File: config.mk
export PLATFORM = sky130hd
export DESIGN_NAME = cht_ctrl
export DESIGN_NICKNAME = d
export VERILOG_FILES = /design/src/sv/cht_pkg.sv /design/src/sv/cht_ctrl.sv
export SDC_FILE = /design/constraint.sdc
export NUM_CORES = 1
export LEC_CHECK = 0
export ABC_AREA = 0
export BUFFER_PORTS_ARGS = -buffer_cell sky130_fd_sc_hd__buf_4
export CAP_MARGIN = 0
export CORE_AREA = 2 2 39 41
export DETAILED_ROUTE_END_ITERATION = 8
export DIE_AREA = 0 0 41 43
export SLEW_MARGIN = 10
export SYNTH_ARGS = -nofsm -noshare
export SYNTH_HDL_FRONTEND = slang
export SYNTH_SLANG_ARGS = --single-unit
File: constraint.sdc
create_clock -name clk -period 2.4 [get_ports clk]
set_input_delay 0.12 -clock clk [delete_from_list [all_inputs] [get_ports clk]]
set_output_delay 0.12 -clock clk [all_outputs]
set_load 0.01 [all_outputs]
File: src/sv/cht_pkg.sv
// cht_pkg: types and constants for the capability handle table
// no dependencies
package cht_pkg;
  localparam int TableEntries = 16;
  localparam int EntryBits = $clog2(TableEntries);
  localparam int ResourceCount = 256;
  localparam int ResBits = $clog2(ResourceCount);
  localparam int RightsBits = 8;
  localparam int TypeBits = 4;
  localparam logic [15:0] CountMax = 16'hffff;

  typedef enum logic [1:0] {
    CMD_ADD = 2'd0, CMD_LOOKUP = 2'd1, CMD_CLOSE = 2'd2, CMD_CLOSE_ALL = 2'd3
  } cmd_t;

  typedef enum logic [1:0] {
    ST_OK = 2'd0, ST_FULL = 2'd1, ST_NOT_FOUND = 2'd2, ST_TYPE_MISMATCH = 2'd3
  } status_t;

  typedef struct packed {
    logic [1:0]  command;
    logic [31:0] handle_value;
    logic [7:0]  resource_id;
    logic [3:0]  resource_type;
    logic [7:0]  rights;
  } in_word_t;

  typedef struct packed {
    logic [1:0]  status;
    logic [31:0] result_handle;
    logic [7:0]  found_resource;
    logic [15:0] ref_count;
  } out_word_t;

  // controller to datapath
  typedef struct packed {
    logic                 load;
    logic                 scan;
    logic [EntryBits-1:0] idx;
    logic                 cnt_read;
    logic                 cnt_write;
  } dp_cmd_t;

  // datapath to controller
  typedef struct packed {
    logic hit;
    logic is_free;
  } dp_stat_t;
endpackage

File: src/sv/cht_ctrl.sv
// cht_ctrl: sequencer that walks the entries and steps the counter memory
// depends on cht_pkg
module cht_ctrl (
  input  logic              clk,
  input  logic              rst,
  input  logic              in_valid,
  output logic              in_stall,
  output logic              out_valid,
  input  logic              out_stall,
  input  cht_pkg::dp_stat_t stat,
  output cht_pkg::dp_cmd_t  cmd,
  output logic              done
);
  import cht_pkg::*;
  typedef enum logic [2:0] {S_IDLE, S_SCAN, S_RD, S_WAIT, S_WR, S_OUT} state_t;
  state_t state;
  logic [EntryBits-1:0] idx;
  logic cont;
  logic last;

  assign last = (idx == EntryBits'(TableEntries - 1));
  assign in_stall = (state != S_IDLE);
  assign out_valid = (state == S_OUT);
  always_comb begin
    cmd = '0;
    cmd.load = (state == S_IDLE) && in_valid;
    cmd.scan = (state == S_SCAN);
    cmd.idx = idx;
    cmd.cnt_read = (state == S_RD);
    cmd.cnt_write = (state == S_WR);
  end
  assign done = (state == S_SCAN) && last && !stat.hit;

  always_ff @(posedge clk) begin
    if (rst) begin
      state <= S_IDLE;
      idx <= '0;
      cont <= 1'b0;
    end else begin
      case (state)
        S_IDLE: if (in_valid) begin
          state <= S_SCAN;
          idx <= '0;
        end
        S_SCAN: begin
          if (stat.hit) begin
            state <= S_RD;
            cont <= stat.is_free && !last;
          end else if (last) begin
            state <= S_OUT;
          end else begin
            idx <= idx + 1'b1;
          end
        end
        S_RD: state <= S_WAIT;
        S_WAIT: state <= S_WR;
        S_WR: begin
          if (cont) begin
            state <= S_SCAN;
            idx <= idx + 1'b1;
          end else begin
            state <= S_OUT;
          end
        end
        S_OUT: if (!out_stall) state <= S_IDLE;
        default: state <= S_IDLE;
      endcase
    end
  end
endmodule

Word level (Yosys, flattened, before mapping)
Cells that the tools add are included.
{ "totals": {"regBits": 8, "inputBits": 6, "out_inout_bits": 11, "wordCells": 39} }
{ "classes": {"addsub": 1, "eq_ne": 12, "muxes": 11, "n_reduce_logical": 12} }
{ "ops": {"columns": ["op", "n"], "rows": [
  ["case mux 3 bit (6 select lines)", 1],
  ["two-way mux 4 bit", 4],
  ["two-way mux 3 bit", 5],
  ["case mux 4 bit (3 select lines)", 1],
  ["!= test 2 bit (second input constant)", 4],
  ["== test 3 x 2 -> 1 bit (second input constant)", 2],
  ["== test 3 bit (second input constant)", 2],
  ["nonzero test 3 bit", 2],
  ["AND reduction 5 bit", 1],
  ["adder 4 x 1 -> 4 bit (second input constant)", 1],
  ["== test 4 bit (second input constant)", 1],
  ["logical AND 1 bit", 4],
  ["== test 3 x 1 -> 1 bit (second input constant)", 1],
  ["logical NOT 3 bit", 1],
  ["!= test 3 x 2 -> 1 bit (second input constant)", 1],
  ["AND reduction 3 bit", 1],
  ["logical NOT 1 bit", 2],
  ["!= test 2 x 1 -> 1 bit (second input constant)", 1],
  ["AND reduction 2 bit", 1]
]} }

Longest topological paths before layout
Gate-level depths: netlist of the first run.
{ "logic_depth": {"word_depth": 4, "depth_mapped": 5, "depth_no_buf": 5} }

Worst setup path before layout of the first run
No wires, ideal clock.
{ "synth_path": {"kind": "register -> register", "from": "reg idx[0]", "to": "reg idx[3]", "setup_time_ns": 0.070, "arrival_time_ns": 1.811, "setup_slack_ns": 0.519, "stages_incl_launch_ff": 6, "path_buffers": 0, "period_less_slack_ns": 1.881, "cell_sequence": "dfxtp_1 -> ha_1 -> a31o_1 -> a221o_1 -> or4_1 -> a21oi_1"} }
{ "synth_via": {"elab_chain_cells": 4, "word_cells_on_any_way": 8, "cone_classes": "add/sub: 1; eq/ne: 2; mux: 4; reduce/logical: 1"} }
{ "synth_rtl": {"columns": ["element", "line_no", "source"], "rows": [
  ["from (decl)", "cht_ctrl.sv:17", "logic [EntryBits-1:0] idx;"],
  ["from (signal assigned)", "cht_ctrl.sv:52", "idx <= idx + 1'b1;"],
  ["from (signal assigned)", "cht_ctrl.sv:60", "idx <= idx + 1'b1;"],
  ["adder 4 x 1 -> 4 bit", "cht_ctrl.sv:52, cht_ctrl.sv:60", null],
  ["two-way mux 4 bit", "cht_ctrl.sv:49", "end else if (last) begin"],
  ["two-way mux 4 bit", "cht_ctrl.sv:46", "if (stat.hit) begin"],
  ["case mux 4 bit (3 select lines)", "cht_ctrl.sv:40", "case (state)"]
]} }
Parallel ways exist; a longest one is shown, timed or not. The select of a mux whose other input is x is not followed.
A chain may end at the register's enable or synchronous reset.

Worst setup path after layout of the first run
Same ends and word-level chain as after synthesis.

==> results.json, run 1 <==
{
  "p_sw_share_pct": 29.9,
  "p_clk_share_pct": 30.8,
  "finClkSkew_ns": 0.0106,
  "detailedRoute.firstIterationViolations": 5,
  "status": "completed",
  "cp_max_fo": 5,
  "internal-power_w": 0.000239,
  "hold_buffers": 0,
  "die-height_um": 43,
  "track_usage_pct": 16.7,
  "num_vias": 514,
  "io_buffers": 16,
  "report.final.hold_viol_count": 0,
  "final_nets": 88,
  "power_switching_w": 0.000102,
  "totalWireLength_um": 1130,
  "ant_nets": 0,
  "critPathCaptureType": "flip-flop",
  "synthCells": 64,
  "postPlaceCellArea_um2": 618,
  "p_per_area_nw_per_um2": 533,
  "via_per_inst": 5.41,
  "h-tree-depth": 1,
  "rsz0062_at_grt": "false",
  "reg2reg_depth": 5,
  "crit_path_start_kind": "flip-flop",
  "min_path_type": "in2reg",
  "wl_per_cell_um": 11.9,
  "n_fill_cell": 151,
  "max_stage_delay_ns": 0.51,
  "hpwl_um": 848,
  "area_growth_pct": 28.0,
  "critPathArrivalTime_ns": 2.15,
  "cts_tree": "yes",
  "drt_pass1_iterations": 4,
  "dominantRegCellSynth": "dfxtp_1",
  "path_clk_slew_ns": 0.06,
  "grt_pass1_wl_um": 1930,
  "worst_slack_ns": 0.445,
  "syn-cell-area_um2": 500,
  "path_depth": 5,
  "netlist_top_cells_count": "dfxtp_1 (8), a21oi_1 (7), nand2_1 (6), o21ai_0 (5), nor2_1 (4)",
  "slew_violations": 0,
  "yosysTopAreaCellShare_pct": 32.0,
  "cts_setup_buffers": 0,
  "fin_crit_ns": 1.96,
  "core_um2": 1380,
  "p_seq_share_pct": 45.3,
  "ys_warn_count": 0,
  "clk_latency_ns": 0.26,
  "dp_slack_ns": 0.470,
  "ioPinCount": 17,
  "synth_top_area_cell": "dfxtp_1",
  "peakVddDrop_mv": 0.322,
  "post-route-cell-area_um2": 641,
  "antenna_cells": 0,
  "layout-drive-gt1-share_pct": 25.3,
  "rows": 14,
  "initial_core_util_pct": 36.2,
  "avgSynthCellArea_um2": 7.82,
  "fp.dieW_um": 41,
  "layout.cells.non_filler": 95,
  "drv_cap": 0,
  "dp.cells": 92,
  "finalWeightedCongestion": 0.735,
  "cts_sinks": 8,
  "p_leak_nw": 0.268,
  "synth_seq_area_share_pct": 32.0,
  "finalSetupTns_ns": 0,
  "synth.area.top_cells": "dfxtp_1 (32%), a21oi_1 (7.0%), o21ai_0 (5.0%)",
  "cpLargestDelayFamily": "compound AO/OA/AOI/OAI gates",
  "synth_nets": 71,
  "cp.required_ns": 2.60,
  "grt_pass1_vias": 449,
  "synth_most_common_cell": "dfxtp_1",
  "hold_depth": 2,
  "setup-violations-final": 0,
  "grt_overflow": 0,
  "post-route-period-util_pct": 81.5,
  "ys_ff_latch": 8,
  "cts.repair.resized": 0,
  "antenna_found_initial": 0,
  "drc": 0,
  "cp_num_buf_inv": 0,
  "clockRootBuffer": "clkbuf_4",
  "numCtsBuffers": 3,
  "worst_hold_slack_ns": 0.0823,
  "slew_headroom_pct": 72.1,
  "crit_chain": "ha_1, a31o_1, a221o_1, or4_1, a21oi_1",
  "worstMarginPinSlew_ns": 0.418,
  "crit_path_top_delay_cell": "or4_1",
  "crit_type": "reg2reg",
  "die-area_um2": 1760,
  "fmax_ghz": 0.511,
  "cts.path.max_buffers": 2,
  "grt_max_degree": 16,
  "combPwrFrac_pct": 23.9,
  "ys_types": 28,
  "synthArstFlopShare_pct": 0,
  "synth_edf_count": 0
}
==> worst register-to-register path, stage by stage (launching register included) <==
cell and delay, ns:
dfxtp_1 0.35, ha_1 0.25, a31o_1 0.24, a221o_1 0.40, or4_1 0.51, a21oi_1 0.14
==> per-layer routing <==
layer	wire length, µm	global-route usage [%]	vias to the layer above
met2	527	21.9	14
met5	0	0	-
met1	516	21.4	230
met4	24	8.00	0
met3	64	9.42	4
li1	-	-	266
==> flip-flops by register name, summed over array words and instances (netlist names) <==
signal and flops:
cont 1, idx 4, state 3
==> kinds of logic (layout without fill, tap and decap cells) <==
logic type / Yosys count / count (layout) / synth area share, %
buffers and inverters: 7 / 22 / 6.75
and+or+nand+nor: 29 / 29 / 33.7
AOI/OAI and AO/OA: 18 / 18 / 23.2
DFF: 8 / 8 / 32.0
xor gates and xnor gates: 1 / 1 / 1.75
adders and majority gates: 1 / 1 / 2.50
==> path summary, 6_finish.rpt <==
kind / slack, ns / endpoint / startpoint
worst max-delay path: 0.44 / idx[3]$_SDFFE_PP0P_ / idx[0]$_SDFFE_PP0P_
worst min-delay path: 0.08 / idx[0]$_SDFFE_PP0P_ / rst
worst min register to register: 0.48 / cont$_SDFFE_PP0P_ / cont$_SDFFE_PP0P_
worst max register to register: 0.44 / idx[3]$_SDFFE_PP0P_ / idx[0]$_SDFFE_PP0P_
==> through the flow <==
| step | util, % | power [W] |
|---|---|---|
| floorplan | - | 0.000208 |
| global placement | 44.7 | 0.000239 |
| detailed placement | 44.7 | 0.000240 |
| CTS | 46.3 | 0.000347 |
| global route | 46.3 | 0.000369 |
| finish | 46.3 | 0.000342 |
==> cell type report <==
cell class | count | area, µm² | area share (%)
Sequential cell | 8 | 160 | 25.0
Clock buffer | 3 | 22.5 | 3.52
Multi-Input combinational cell | 49 | 307 | 47.9
Inverter | 3 | 11.3 | 1.76
Timing Repair Buffer | 16 | 120 | 18.7
Tap cell | 16 | 20.0 | 3.13
==> power by group through the flow <==
stage | Combinational [W] | Sequential (W) | Clock [W]
global route | 0.0000930 | 0.000156 | 0.000120
CTS | 0.0000823 | 0.000154 | 0.000110
global placement | 0.0000818 | 0.000157 | 0
floorplan | 0.0000593 | 0.000149 | 0
finish | 0.0000817 | 0.000155 | 0.000105
detailed placement | 0.0000822 | 0.000157 | 0
==> layout by cell type (no fill, tap or decap) <==
cell,n
a21oi_1,7
a221o_1,1
a221oi_1,1
a31o_1,1
a32o_1,1
and2_1,1
and2b_4,1
and3b_1,1
buf_4,16
clkbuf_4,3
dfxtp_1,8
ha_1,1
inv_1,3
nand2_1,6
nand3_1,3
nand3b_1,3
nand4_1,1
nor2_1,4
nor3_1,1
nor3b_1,3
nor4b_1,1
o2111a_1,1
o21ai_0,5
o21bai_1,1
or2_1,1
or3_1,2
or4_1,1
xnor2_1,1
No activity file was read; power rests on OpenSTA's default activity.
==> run 2, diff against run 1 <==
Clock period 2.4 ns to 1.9 ns, I/O delays scaled along.
==> results.json, run 2 (synthesis results as in run 1) <==
{
  "status": "completed",
  "hold_depth": 2,
  "crit_path_start_kind": "flip-flop",
  "ioPinCount": 17,
  "drc": 0,
  "initial_core_util_pct": 36.2,
  "critPathCaptureType": "flip-flop",
  "clockRootBuffer": "clkbuf_4",
  "fp.dieW_um": 41,
  "fin_util_pct": 50.6,
  "numCtsBuffers": 3,
  "peakVddDrop_mv": 0.414,
  "cp_max_fo": 4,
  "report.final.hold_viol_count": 0,
  "setup-violations-final": 0,
  "h-tree-depth": 1,
  "cts.repair.resized": 0,
  "drt_pass1_iterations": 4,
  "dp_slack_ns": 0.0595,
  "cts_tree": "yes",
  "fmax_ghz": 0.542,
  "wl_per_cell_um": 12.0,
  "largest_register_ffs": 4,
  "totalWireLength_um": 1230,
  "antenna_found_initial": 0,
  "post-route-period-util_pct": 97.1,
  "cp.required_ns": 2.10,
  "crit_type": "reg2reg",
  "min_from": "rst",
  "slew_violations": 0,
  "detailedRoute.firstIterationViolations": 12,
  "min_path_type": "in2reg",
  "postPlaceCellArea_um2": 671,
  "layout_commonest_cell": "buf_4",
  "drv_cap": 0,
  "critPathArrivalTime_ns": 2.05,
  "fin_crit_ns": 1.85,
  "ant_nets": 0,
  "num_vias": 554,
  "r2r_end": "idx[3]$_SDFFE_PP0P_",
  "die-area_um2": 1760,
  "p_per_area_nw_per_um2": 650,
  "rsz0062_at_grt": "false",
  "area_growth_pct": 40.0,
  "m1WireLength_um": 548,
  "rrSetupSlack_ns": 0.05,
  "hpwl_um": 916,
  "reg2reg_depth": 5,
  "layout-drive-gt1-share_pct": 32.2,
  "largestRegisters": "idx: 4 flops, state: 3 flops, cont: 1 flops",
  "grt_pass1_vias": 470,
  "track_usage_pct": 16.5,
  "clk_latency_ns": 0.27,
  "wl_met2_um": 583,
  "die-height_um": 43,
  "rows": 14,
  "p_leak_nw": 0.310,
  "io_buffers": 16,
  "hold_end": "state[2]$_SDFFE_PP0P_",
  "worst_slack_ns": 0.0549,
  "core_um2": 1380,
  "routed.top_layer": "met4",
  "post-route-cell-area_um2": 701,
  "finalWeightedCongestion": 0.759,
  "n_fill_cell": 133,
  "layout.cells.non_filler": 103,
  "worstMarginPinSlew_ns": 0.410,
  "finalSetupTns_ns": 0,
  "slew_headroom_pct": 72.6,
  "final_nets": 96,
  "rr_startpoint": "idx[0]$_SDFFE_PP0P_",
  "wl_met3_um": 97,
  "finClkSkew_ns": 0.0112,
  "grt_max_degree": 15,
  "cts.path.max_buffers": 2,
  "dp.cells": 99,
  "regMostFlops": "idx",
  "grt_overflow": 0,
  "via_per_inst": 5.38,
  "grt_pass1_wl_um": 1980,
  "cts_sinks": 8,
  "antenna_cells": 0,
  "final_cell_mix": "buf_4 (24), dfxtp_1 (8), a21oi_1 (7)",
  "path_clk_slew_ns": 0.06
}
run 2: cell count changes in the layout (fill, tap and decap cells not counted), sizes merged:
cell	change
buf	+8
run 2: metrics by stage:
stage | power (W) | hold slack (ns)
after floorplan | 0.000263 | 0.247
after global placement | 0.000315 | 0.334
after detailed placement | 0.000315 | 0.333
after CTS | 0.000453 | 0.0514
after global routing | 0.000484 | 0.0622
final | 0.000456 | 0.0530
run 2: layout make-up:
class / count / area [µm²] / share of cell area (%)
clock buffer: 3 / 22.5 / 3.21
tap: 16 / 20.0 / 2.86
inverter: 3 / 11.3 / 1.61
multi-input combinational: 49 / 307 / 43.7
sequential: 8 / 160 / 22.9
timing repair buffer: 24 / 180 / 25.7
run 2: how the worst max path moves through the flow:
stage	from	end	slack, ns	depth (start not counted)
finish	idx[0]$_SDFFE_PP0P_	idx[3]$_SDFFE_PP0P_	0.05	5
global route	idx[0]$_SDFFE_PP0P_	idx[3]$_SDFFE_PP0P_	0.02	5
CTS	idx[0]$_SDFFE_PP0P_	idx[3]$_SDFFE_PP0P_	0.04	5
detailed placement	idx[0]$_SDFFE_PP0P_	idx[3]$_SDFFE_PP0P_	0.06	5
global placement	idx[0]$_SDFFE_PP0P_	idx[3]$_SDFFE_PP0P_	0.08	5
floorplan	idx[0]$_SDFFE_PP0P_	idx[3]$_SDFFE_PP0P_	0.02	5
run 2: critical path, stage by stage, from the launching register on:
cell and delay, ns:
dfxtp_1 0.31, ha_1 0.21, a31o_1 0.25, a221o_1 0.36
or4_1 0.51, a21oi_1 0.14
run 2: repair_timing:
action                                  4_1_cts  5_1_grt
hold buffers                                  0        0
endpoints found under the hold margin         0        0
endpoints found under the setup margin        0        1
setup buffers                                 0        1
run 2: power breakdown:
part | internal [W] | switching [W] | leakage, nW
Combinational | 0.0000684 | 0.0000621 | 0.231
Clock | 0.0000728 | 0.0000650 | 0.0138
Sequential | 0.000176 | 0.0000112 | 0.0651
run 2: metal layers:
metal | vias to the layer above | global-route usage (%)
li1 | 280 | -
met1 | 251 | 22.6
met2 | 21 | 22.8
met3 | 2 | 7.85
met4 | 0 | 4.00
met5 | - | 0
==> run 3, diff against run 2 <==
Settings changed: ABC_AREA 0 to 1.
==> results.json, run 3 <==
{
  "combPwrFrac_pct": 57.3,
  "grt_pass1_vias": 452,
  "synth_nets": 89,
  "layout-drive-gt1-share_pct": 25.7,
  "peakVddDrop_mv": 0.660,
  "report.final.hold_viol_count": 0,
  "p_per_area_nw_per_um2": 1510,
  "avgSynthCellArea_um2": 6.18,
  "cts_sinks": 8,
  "regMostFlops": "idx",
  "slew_headroom_pct": 83.0,
  "dominantRegCellSynth": "dfxtp_1",
  "p_clk_share_pct": 12.1,
  "p_seq_share_pct": 30.6,
  "synth_seq_area_share_pct": 31.6,
  "area_growth_pct": 32.1,
  "ant_nets": 0,
  "fp.dieW_um": 41,
  "finClkSkew_ns": 0.000585,
  "wl_per_cell_um": 9.79,
  "critPathArrivalTime_ns": 1.42,
  "status": "completed",
  "synthCells": 82,
  "path_clk_slew_ns": 0.05,
  "die-height_um": 43,
  "grt_max_degree": 7,
  "detailedRoute.firstIterationViolations": 10,
  "cts_setup_buffers": 0,
  "cts.repair.resized": 0,
  "clockRootBuffer": "clkbuf_4",
  "totalWireLength_um": 1150,
  "synth_most_common_cell": "nor2_1",
  "antenna_found_initial": 0,
  "min_path_type": "in2reg",
  "ioPinCount": 17,
  "synthArstFlopShare_pct": 0,
  "internal-power_w": 0.000545,
  "rows": 14,
  "finalWeightedCongestion": 0.785,
  "p_sw_share_pct": 46.2,
  "numCtsBuffers": 3,
  "postPlaceCellArea_um2": 647,
  "drt_pass1_iterations": 4,
  "synth.area.top_cells": "dfxtp_1 (32%), nor2_1 (12%), nand2_1 (11%)",
  "cts_tree": "yes",
  "fin_util_pct": 48.4,
  "synth_top_area_cell": "dfxtp_1",
  "io_buffers": 16,
  "antenna_cells": 0,
  "ys_warn_count": 0,
  "worstMarginPinSlew_ns": 0.255,
  "grt_overflow": 0,
  "cp_max_fo": 6,
  "grt_pass1_wl_um": 1780,
  "core_um2": 1380,
  "cp.required_ns": 1.80,
  "crit_path_start_kind": "flip-flop",
  "fin_crit_ns": 1.51,
  "netlist_top_cells_count": "nor2_1 (16), nand2_1 (15), inv_1 (12)",
  "drv_cap": 0,
  "largest_register_ffs": 4,
  "via_per_inst": 4.78,
  "setup-violations-final": 0,
  "p_leak_nw": 0.358,
  "synth_edf_count": 0,
  "track_usage_pct": 14.9,
  "rsz0062_at_grt": "false",
  "final_cell_mix": "nor2_1 (16), buf_4 (16), nand2_1 (15)",
  "ys_ff_latch": 8,
  "h-tree-depth": 1,
  "ys_types": 17,
  "post-route-period-util_pct": 79.5,
  "power_switching_w": 0.000469,
  "syn-cell-area_um2": 507,
  "largestRegisters": "idx: 4 flops, state: 3 flops, cont: 1 flops",
  "initial_core_util_pct": 36.6,
  "final_nets": 110,
  "cts.path.max_buffers": 2,
  "post-route-cell-area_um2": 669,
  "hpwl_um": 949,
  "yosysTopAreaCellShare_pct": 31.6,
  "die-area_um2": 1760,
  "clk_latency_ns": 0.24,
  "hold_buffers": 0,
  "crit_type": "reg2out",
  "fmax_ghz": 0.662,
  "drc": 0,
  "finalSetupTns_ns": 0,
  "n_fill_cell": 154,
  "critPathCaptureType": "output port",
  "num_vias": 559,
  "slew_violations": 0
}
run 3: worst max-delay path, cell delays in order (launching register included):
cell	delay (ns)
dfxtp_1	0.41
ha_1	0.20
nand2_1	0.07
nor2_1	0.17
inv_1	0.09
nor2_1	0.11
buf_4	0.12
run 3: worst paths after layout:
| check | from | to | slack [ns] | depth (start not counted) |
|---|---|---|---|---|
| min reg2reg | cont$_SDFFE_PP0P_ | cont$_SDFFE_PP0P_ | 0.52 | 2 |
| max | idx[0]$_SDFFE_PP0P_ | done | 0.39 | 6 |
| max reg2reg | idx[0]$_SDFFE_PP0P_ | idx[1]$_SDFFE_PP0P_ | 0.48 | 8 |
| min | rst | idx[2]$_SDFFE_PP0P_ | 0.06 | 2 |
run 3: metal layers:
layer	GRT usage [%]	share of wire [%]	vias to the layer above
met2	19.4	45	15
li1	-	-	302
met3	1.57	5.7	0
met5	0	0	-
met1	23.1	49	242
met4	8.00	0	0
run 3: through the flow:
stage               power, W  worst slack (ns)  hold slack, ns  instances
floorplan           0.000688             0.571           0.164         82
global placement    0.000893             0.539           0.311        114
detailed placement  0.000895             0.490           0.311        114
CTS                  0.00102             0.387          0.0448        117
global route         0.00112             0.244          0.0449        117
finish               0.00101             0.389          0.0562        117
run 3: cells by family after synthesis:
kind of cell / count (synthesis) / share of synthesized area [%]
compound gates: 11 / 10.9
flops: 8 / 31.6
fa+ha+maj: 1 / 2.47
simple gates: 48 / 44.7
buf+inv: 14 / 10.4
run 3: power by group through the flow:
stage               registers [W]  logic (W)  clock network [W]
floorplan                0.000311   0.000378                  0
global placement         0.000311   0.000583                  0
detailed placement       0.000312   0.000583                  0
CTS                      0.000308   0.000586           0.000131
global route             0.000323   0.000655           0.000145
finish                   0.000310   0.000581           0.000123
run 3: final cells by class:
cell class / instances / area [µm²] / share of cell area [%]
multi-input cells: 60 / 294 / 43.9
flip-flops and latches: 8 / 160 / 23.9
repair buffers: 16 / 120 / 17.9
inverters: 14 / 52.6 / 7.85
clock buffers: 3 / 22.5 / 3.36
well taps: 16 / 20.0 / 2.99
